`src/tps_pkg.sv`:
```
`timescale 1ns / 1ps
// ----------------------------------------------------------------------------
// tps_pkg: shared types and tables of the tone pattern sequencer
// Holds the input word type, the step type and the constant pattern table.
// ----------------------------------------------------------------------------
package tps_pkg;

  localparam int unsigned ClockHz   = 125000000;
  localparam logic [15:0] WrapMax   = 16'd65535;
  localparam int unsigned PatCount  = 8;
  localparam int unsigned SlotCount = 16;

  localparam logic KindPoll  = 1'b0;
  localparam logic KindStart = 1'b1;

  // PWM period counts for each tone used in the table, saturated at WrapMax.
  localparam logic [15:0] Wrap400  = (ClockHz / 400  > 65535) ? WrapMax : 16'(ClockHz / 400);
  localparam logic [15:0] Wrap523  = (ClockHz / 523  > 65535) ? WrapMax : 16'(ClockHz / 523);
  localparam logic [15:0] Wrap659  = (ClockHz / 659  > 65535) ? WrapMax : 16'(ClockHz / 659);
  localparam logic [15:0] Wrap784  = (ClockHz / 784  > 65535) ? WrapMax : 16'(ClockHz / 784);
  localparam logic [15:0] Wrap800  = (ClockHz / 800  > 65535) ? WrapMax : 16'(ClockHz / 800);
  localparam logic [15:0] Wrap1000 = (ClockHz / 1000 > 65535) ? WrapMax : 16'(ClockHz / 1000);
  localparam logic [15:0] Wrap1047 = (ClockHz / 1047 > 65535) ? WrapMax : 16'(ClockHz / 1047);
  localparam logic [15:0] Wrap1200 = (ClockHz / 1200 > 65535) ? WrapMax : 16'(ClockHz / 1200);
  localparam logic [15:0] Wrap1500 = (ClockHz / 1500 > 65535) ? WrapMax : 16'(ClockHz / 1500);
  localparam logic [15:0] Wrap2000 = (ClockHz / 2000 > 65535) ? WrapMax : 16'(ClockHz / 2000);

  typedef struct packed {
    logic        kind;
    logic [7:0]  pattern;
    logic [31:0] now_ms;
  } item_t;

  typedef struct packed {
    logic        tone;  // frequency is nonzero
    logic        term;  // zero-zero terminator
    logic [15:0] wrap;
    logic [15:0] ms;
  } step_t;

  function automatic step_t mk_step(logic [15:0] hz, logic [15:0] wrap, logic [15:0] ms);
    step_t st;
    st.tone = (hz != 16'd0);
    st.term = (hz == 16'd0) && (ms == 16'd0);
    st.wrap = wrap;
    st.ms   = ms;
    return st;
  endfunction

  // Pattern table; every slot not listed is a terminator.
  function automatic step_t step_lookup(logic [2:0] pat, logic [3:0] slot);
    step_t st;
    st = mk_step(16'd0, 16'd0, 16'd0);
    case ({pat, slot})
      {3'd0, 4'd0}: st = mk_step(16'd1000, Wrap1000, 16'd100);
      {3'd0, 4'd1}: st = mk_step(16'd0,    16'd0,    16'd100);
      {3'd0, 4'd2}: st = mk_step(16'd1000, Wrap1000, 16'd100);
      {3'd0, 4'd3}: st = mk_step(16'd0,    16'd0,    16'd100);
      {3'd0, 4'd4}: st = mk_step(16'd1000, Wrap1000, 16'd100);
      {3'd1, 4'd0}: st = mk_step(16'd800,  Wrap800,  16'd150);
      {3'd1, 4'd1}: st = mk_step(16'd0,    16'd0,    16'd50);
      {3'd1, 4'd2}: st = mk_step(16'd1200, Wrap1200, 16'd150);
      {3'd2, 4'd0}: st = mk_step(16'd1200, Wrap1200, 16'd150);
      {3'd2, 4'd1}: st = mk_step(16'd0,    16'd0,    16'd50);
      {3'd2, 4'd2}: st = mk_step(16'd800,  Wrap800,  16'd150);
      {3'd3, 4'd0}: st = mk_step(16'd1500, Wrap1500, 16'd80);
      {3'd4, 4'd0}: st = mk_step(16'd400,  Wrap400,  16'd500);
      {3'd5, 4'd0}: st = mk_step(16'd523,  Wrap523,  16'd80);
      {3'd5, 4'd1}: st = mk_step(16'd0,    16'd0,    16'd30);
      {3'd5, 4'd2}: st = mk_step(16'd659,  Wrap659,  16'd80);
      {3'd5, 4'd3}: st = mk_step(16'd0,    16'd0,    16'd30);
      {3'd5, 4'd4}: st = mk_step(16'd784,  Wrap784,  16'd80);
      {3'd6, 4'd0}: st = mk_step(16'd2000, Wrap2000, 16'd60);
      {3'd6, 4'd1}: st = mk_step(16'd0,    16'd0,    16'd40);
      {3'd6, 4'd2}: st = mk_step(16'd2000, Wrap2000, 16'd60);
      {3'd7, 4'd0}: st = mk_step(16'd523,  Wrap523,  16'd80);
      {3'd7, 4'd1}: st = mk_step(16'd0,    16'd0,    16'd30);
      {3'd7, 4'd2}: st = mk_step(16'd659,  Wrap659,  16'd80);
      {3'd7, 4'd3}: st = mk_step(16'd0,    16'd0,    16'd30);
      {3'd7, 4'd4}: st = mk_step(16'd784,  Wrap784,  16'd80);
      {3'd7, 4'd5}: st = mk_step(16'd0,    16'd0,    16'd30);
      {3'd7, 4'd6}: st = mk_step(16'd1047, Wrap1047, 16'd80);
      {3'd7, 4'd7}: st = mk_step(16'd0,    16'd0,    16'd30);
      {3'd7, 4'd8}: st = mk_step(16'd784,  Wrap784,  16'd80);
      default:      st = mk_step(16'd0,    16'd0,    16'd0);
    endcase
    return st;
  endfunction

endpackage

```
`src/tone_pattern_sequencer_core.sv`:
```
`timescale 1ns / 1ps
// ----------------------------------------------------------------------------
// tone_pattern_sequencer_core: buzzer tone pattern sequencer
// Plays one of eight built-in tone patterns and reports the PWM setup.
// ----------------------------------------------------------------------------
//
//   Channel  Direction  Handshake            Word contents
//   -------  ---------  -------------------  ------------------------------------
//   in       input      in_valid/in_stall    kind, pattern, now_ms
//   out      output     out_valid/out_stall  tone_on, pwm_wrap, pwm_level,
//                                            playing, step_index
//
// Every input word gives exactly one output word. An accepted word sits in
// the input register while the step engine works on it, and the result is
// registered in the engine state registers, which form the output word.
// A new word may be accepted every cycle while out_stall is low; throughput
// is then one word per cycle.
// Reset (rst, synchronous) clears the pipeline and sets the playback state
// to idle with tone off, wrap 0 and step 0.
// While out_stall is high the output word holds and the input register
// fills, after which in_stall rises until the output side drains.
//
module tone_pattern_sequencer_core (
  input  logic        clk,
  input  logic        rst,
  input  logic        in_valid,
  output logic        in_stall,
  input  logic        kind,
  input  logic [7:0]  pattern,
  input  logic [31:0] now_ms,
  output logic        out_valid,
  input  logic        out_stall,
  output logic        tone_on,
  output logic [15:0] pwm_wrap,
  output logic [14:0] pwm_level,
  output logic        playing,
  output logic [3:0]  step_index
);
  import tps_pkg::*;

  item_t in_item;
  item_t item;
  logic  item_valid;
  logic  take;

  // Pack the input fields into one word for the input register.
  assign in_item.kind    = kind;
  assign in_item.pattern = pattern;
  assign in_item.now_ms  = now_ms;

  tps_in_reg u_in_reg (
    .clk        (clk),
    .rst        (rst),
    .in_valid   (in_valid),
    .in_stall   (in_stall),
    .in_item    (in_item),
    .take       (take),
    .item_valid (item_valid),
    .item       (item)
  );

  // The engine owns the playback state; its registers are the output word.
  tps_engine u_engine (
    .clk        (clk),
    .rst        (rst),
    .item_valid (item_valid),
    .item       (item),
    .take       (take),
    .out_valid  (out_valid),
    .out_stall  (out_stall),
    .tone_on    (tone_on),
    .pwm_wrap   (pwm_wrap),
    .pwm_level  (pwm_level),
    .playing    (playing),
    .step_index (step_index)
  );

endmodule

```
`src/tps_in_reg.sv`:
```
`timescale 1ns / 1ps
// ----------------------------------------------------------------------------
// tps_in_reg: input word register
// Captures one input word and holds it until the step engine takes it.
// ----------------------------------------------------------------------------
module tps_in_reg (
  input  logic          clk,
  input  logic          rst,
  input  logic          in_valid,
  output logic          in_stall,
  input  tps_pkg::item_t in_item,
  input  logic          take,
  output logic          item_valid,
  output tps_pkg::item_t item
);
  import tps_pkg::*;

  logic load;

  // The register frees up in the same cycle that the engine takes its word.
  assign in_stall = item_valid && !take;
  assign load     = in_valid && !in_stall;

  always_ff @(posedge clk) begin
    if (rst) begin
      item_valid <= 1'b0;
    end else if (load) begin
      item_valid <= 1'b1;
    end else if (take) begin
      item_valid <= 1'b0;
    end
  end

  always_ff @(posedge clk) begin
    if (load) begin
      item <= in_item;
    end
  end

endmodule

```
`src/tps_engine.sv`:
```
`timescale 1ns / 1ps
// ----------------------------------------------------------------------------
// tps_engine: sequencer state and result register
// Applies one start or poll word to the playback state per cycle while the output side is not stalled.
// ----------------------------------------------------------------------------
module tps_engine (
  input  logic           clk,
  input  logic           rst,
  input  logic           item_valid,
  input  tps_pkg::item_t item,
  output logic           take,
  output logic           out_valid,
  input  logic           out_stall,
  output logic           tone_on,
  output logic [15:0]    pwm_wrap,
  output logic [14:0]    pwm_level,
  output logic           playing,
  output logic [3:0]     step_index
);
  import tps_pkg::*;

  logic        active, active_next;
  logic [2:0]  current_pattern, current_pattern_next;
  logic [3:0]  step_count, step_count_next;
  logic [31:0] step_end_time, step_end_time_next;
  logic        tone_enabled, tone_enabled_next;
  logic [15:0] wrap_value, wrap_value_next;

  logic        start_ok;
  logic        due;
  logic [2:0]  sel_pat;
  logic [3:0]  sel_slot;
  step_t       st;

  // The state registers double as the result register: they only change
  // when the output side is free, so a stalled result holds.
  assign take = item_valid && (!out_valid || !out_stall);

  assign start_ok = (item.pattern >= 8'd1) && (item.pattern <= 8'(PatCount));
  assign due      = active && (item.now_ms >= step_end_time);

  always_comb begin
    if (item.kind == KindStart) begin
      sel_pat  = 3'(item.pattern - 8'd1);
      sel_slot = 4'd0;
    end else begin
      sel_pat  = current_pattern;
      sel_slot = step_count + 4'd1;
    end
    st = step_lookup(sel_pat, sel_slot);
  end

  always_comb begin
    active_next          = active;
    current_pattern_next = current_pattern;
    step_count_next      = step_count;
    step_end_time_next   = step_end_time;
    tone_enabled_next    = tone_enabled;
    wrap_value_next      = wrap_value;
    if (item.kind == KindStart) begin
      if (start_ok) begin
        current_pattern_next = sel_pat;
        step_count_next      = 4'd0;
        active_next          = 1'b1;
        tone_enabled_next    = st.tone;
        if (st.tone) begin
          wrap_value_next = st.wrap;
        end
        step_end_time_next = item.now_ms + {16'd0, st.ms};
      end
    end else if (due) begin
      step_count_next = sel_slot;
      if (st.term) begin
        tone_enabled_next = 1'b0;
        active_next       = 1'b0;
      end else begin
        tone_enabled_next = st.tone;
        if (st.tone) begin
          wrap_value_next = st.wrap;
        end
        step_end_time_next = item.now_ms + {16'd0, st.ms};
      end
    end
  end

  always_ff @(posedge clk) begin
    if (rst) begin
      out_valid       <= 1'b0;
      active          <= 1'b0;
      current_pattern <= 3'd0;
      step_count      <= 4'd0;
      step_end_time   <= 32'd0;
      tone_enabled    <= 1'b0;
      wrap_value      <= 16'd0;
    end else begin
      if (take) begin
        out_valid       <= 1'b1;
        active          <= active_next;
        current_pattern <= current_pattern_next;
        step_count      <= step_count_next;
        step_end_time   <= step_end_time_next;
        tone_enabled    <= tone_enabled_next;
        wrap_value      <= wrap_value_next;
      end else if (!out_stall) begin
        out_valid <= 1'b0;
      end
    end
  end

  assign tone_on    = tone_enabled;
  assign pwm_wrap   = wrap_value;
  assign pwm_level  = wrap_value[15:1];
  assign playing    = active;
  assign step_index = step_count;

endmodule

```
`config.mk`:
```
export PLATFORM = sky130hd
export DESIGN_NAME = tone_pattern_sequencer_core
export DESIGN_NICKNAME = d
export VERILOG_FILES = /design/src/tps_pkg.sv /design/src/tone_pattern_sequencer_core.sv /design/src/tps_in_reg.sv /design/src/tps_engine.sv
export SDC_FILE = /design/constraint.sdc
export NUM_CORES = 1
export LEC_CHECK = 0
export BUFFER_PORTS_ARGS = -buffer_cell sky130_fd_sc_hd__buf_2
export CORE_ASPECT_RATIO = 1.2
export CORE_MARGIN = 2
export CORE_UTILIZATION = 55
export CTS_BUF_LIST = sky130_fd_sc_hd__clkbuf_8
export DETAILED_ROUTE_END_ITERATION = 8
export PLACE_DENSITY = 0.89
export SLEW_MARGIN = 40
export SYNTH_ARGS = -nofsm -noshare
export SYNTH_HDL_FRONTEND = slang
export SYNTH_MEMORY_MAX_BITS = 65536
export SYNTH_SLANG_ARGS = --single-unit
```
`constraint.sdc`:
```
create_clock -name clk -period 5.63 [get_ports clk]
set_clock_uncertainty 0.2 [all_clocks]
set_input_delay 0.563 -clock clk [delete_from_list [all_inputs] [get_ports clk]]
set_output_delay 0.563 -clock clk [all_outputs]
set_load 0.01 [all_outputs]
```
==> impl_metrics.ini <==
[route]
firstDrtPassIters = 5
wl_per_cell_um = 15.68
drt_iter0_drc = 240
drc = 0
viasPerCell = 5.884
drt-total-wl_mm = 12.14
drt.antenna.violating_nets = 0
num_vias = 4554

[final_layout]
syn_to_final_growth_pct = 8.541
drive_gt1_frac = 0.1944
layout.nets = 733
fillerInstances = 816
antenna_cells = 0

[synthesis]
yosysWarningCount = 0
async_flop_share = 0
synthMuxAreaShare = 0.05865
yosysSeqAreaShare = 0.3800
yosysUniqueCellTypes = 57
synth_compound_area_frac = 0.1695
synthSimpleGateAreaFrac = 0.1470
ys_ff_latch = 86
synth_top_family_by_area = compound AO/OA/AOI/OAI gates
avgSynthCellArea_um2 = 9.429
synth-edff-count = 41
synthAdderAreaFrac = 0.1017
syn-instance-count = 595
synth_nets = 685
syn_area_um2 = 5610
ys.flop_type = dfxtp_1
synthXorXnorAreaFrac = 0.05285

[global_route]
grt_overflow = 0
grt_max_degree = 66
grt_pass1_vias = 4304
grt_pass1_wl_mm = 19.81
antenna_found_initial = 0
global_route.usage.total = 0.2284

[placement]
dp_slack_ns = 0.9065
gp_congestion = 0.8998
hpwl_mm = 8.847
portBuffers = 83

[sta]
rsz0062_at_grt = no
tns_ns = 0
fmax_mhz = 211.9
hold_viol = 0
setup_viol = 0
slew-limit-headroom = 0.4780
worstMarginPinSlew_ns = 0.7761
slew_violations = 0
post-route-period-util = 0.8384
period_minus_slack_ns = 4.720
fin_ws_ns = 0.9100
timing.hold.ws_ns = 0.1623

[cts]
post_cts_buffers = 0
clk_pin_slew_worst_paths_ns = 0.09
cts_hold_buf = 0
cts_tree = yes
htree_levels = 3
root_buffer = clkbuf_8
postCtsResizedCells = 0
cts_sinks = 86
cts_buffers = 9
worstSkewPairLatency_ns = 0.37
clock_path_buffers = 2

[power]
power_density_nw_per_um2 = 216.2
finalPower_mw = 1.317
ir_drop_uv = 146.1
leakagePower_nw = 2.506

[floorplan]
fp.dieArea_um2 = 11030
dieHeight_um = 114.6
die-width_um = 96.20
initial_utilization = 0.5633
rows = 40
io-pin-count = 84
core_um2 = 9960

[setup_path]
crit_path_end_kind = flop
start_kind = flop
crit_required_ns = 5.71
crit_fanout = 13
cp_data_arrival_time_ns = 4.80
path_class = flop to flop

[worst_hold_path]
hold_path_class = input port to flop

[run]
maxCapViolations = 0

[status]
status = complete, no violations
-- power by group --
group | leakage, nW | internal, mW | switching, mW
Sequential | 0.763 | 0.677 | 0.0217
Combinational | 1.65 | 0.0799 | 0.110
Clock | 0.0945 | 0.202 | 0.226
Total | 2.51 | 0.958 | 0.358
-- final cells by class --
type | count | area [um2] | share of cell area
clock buffer | 9 | 123.9 | 0.02034
timing repair buffer | 88 | 460.4 | 0.07561
clock inverter | 7 | 63.81 | 0.01048
inverter | 45 | 168.9 | 0.02774
sequential | 86 | 2132 | 0.3501
multi-input combinational | 413 | 2983 | 0.4898
tap | 126 | 157.7 | 0.02589
-- synth_stat cells, types with 13 or more instances --
library cell,count,area [um2]
buf_4,32,240.2
nand2_1,28,105.1
edfxtp_1,41,1231
ha_1,44,550.5
dfxtp_1,45,900.9
clkbuf_1,13,48.80
o21ai_0,18,90.09
a211oi_1,33,247.7
nor2_1,64,240.2
xor2_1,26,227.7
a21oi_1,34,170.2
mux2_4,13,195.2
inv_1,44,165.2
-- through the flow --
stage / utilization / area (um2) / instances
2_1_floorplan: - / 5610 / 595
3_3_place_gp: 0.5907 / 5883 / 757
3_5_place_dp: 0.5922 / 5898 / 758
4_1_cts: 0.6111 / 6086 / 774
5_1_grt: 0.6114 / 6090 / 774
6_report: 0.6114 / 6090 / 774
-- worst paths after layout --
kind	from	cells after the start	slack (ns)	to
setup / recovery	u_engine.step_index[0]$_SDFFE_PP0P_	14	0.91	u_engine.step_end_time[26]$_SDFFE_PP0P_
hold / removal	now_ms[0]	1	0.16	u_in_reg.item[0]$_DFFE_PP_
setup reg to reg	u_engine.step_index[0]$_SDFFE_PP0P_	14	0.91	u_engine.step_end_time[26]$_SDFFE_PP0P_
hold reg to reg	u_engine.step_end_time[26]$_SDFFE_PP0P_	2	0.28	u_engine.step_end_time[26]$_SDFFE_PP0P_
-- state kept, by name, indices dropped and copies added (netlist names) --
name,count
u_engine.step_index,4
u_engine.out_valid,1
u_engine.current_pattern,3
u_in_reg.item,41
u_engine.step_end_time,32
u_engine.pwm_wrap,2
u_in_reg.item_valid,1
u_engine.playing,1
u_engine.tone_on,1
-- cells by family after synthesis --
family,after synthesis
flops,86
simple gates,169
fa+ha+maj,45
mux,26
xor+xnor,33
buf+inv,96
compound gates,140
-- layer usage --
metal	part of all wire	routed length [um]	vias to the layer above	track usage
met5	0	0	-	0
met4	0.029	357	0	0.1200
met3	0.050	603	25	0.03292
met2	0.52	6266	157	0.3968
met1	0.40	4908	2156	0.2679
li1	-	-	2216	-
-- placed cells by master, fill, tap and decap left out, drive strengths merged, types with 11 or more instances in the layout --
cell    netlist  routed
nand2b       11      11
edfxtp       41      41
nand2        28      28
a211oi       34      34
o21ai        20      20
a21oi        34      34
nor2         64      64
mux2         16      16
nand3        13      13
nor3         11      11
buf          38      88
ha           44      44
xor2         26      26
dfxtp        45      45
inv          44      45
o21a         11      11
-- worst max-delay path, stage by stage, from the launching register on --
cell,delay [ns]
dfxtp_1,0.59
ha_1,0.37
and2_1,0.21
a41oi_1,0.15
o21a_1,0.23
or4_1,0.52
a21oi_1,0.18
ha_1,0.25
o21ai_0,0.14
o21ai_0,0.36
nand3_1,0.39
a2111oi_0,0.56
xor2_1,0.20
a211oi_1,0.07
a211oi_1,0.22
(Power assumes the default switching activity.)
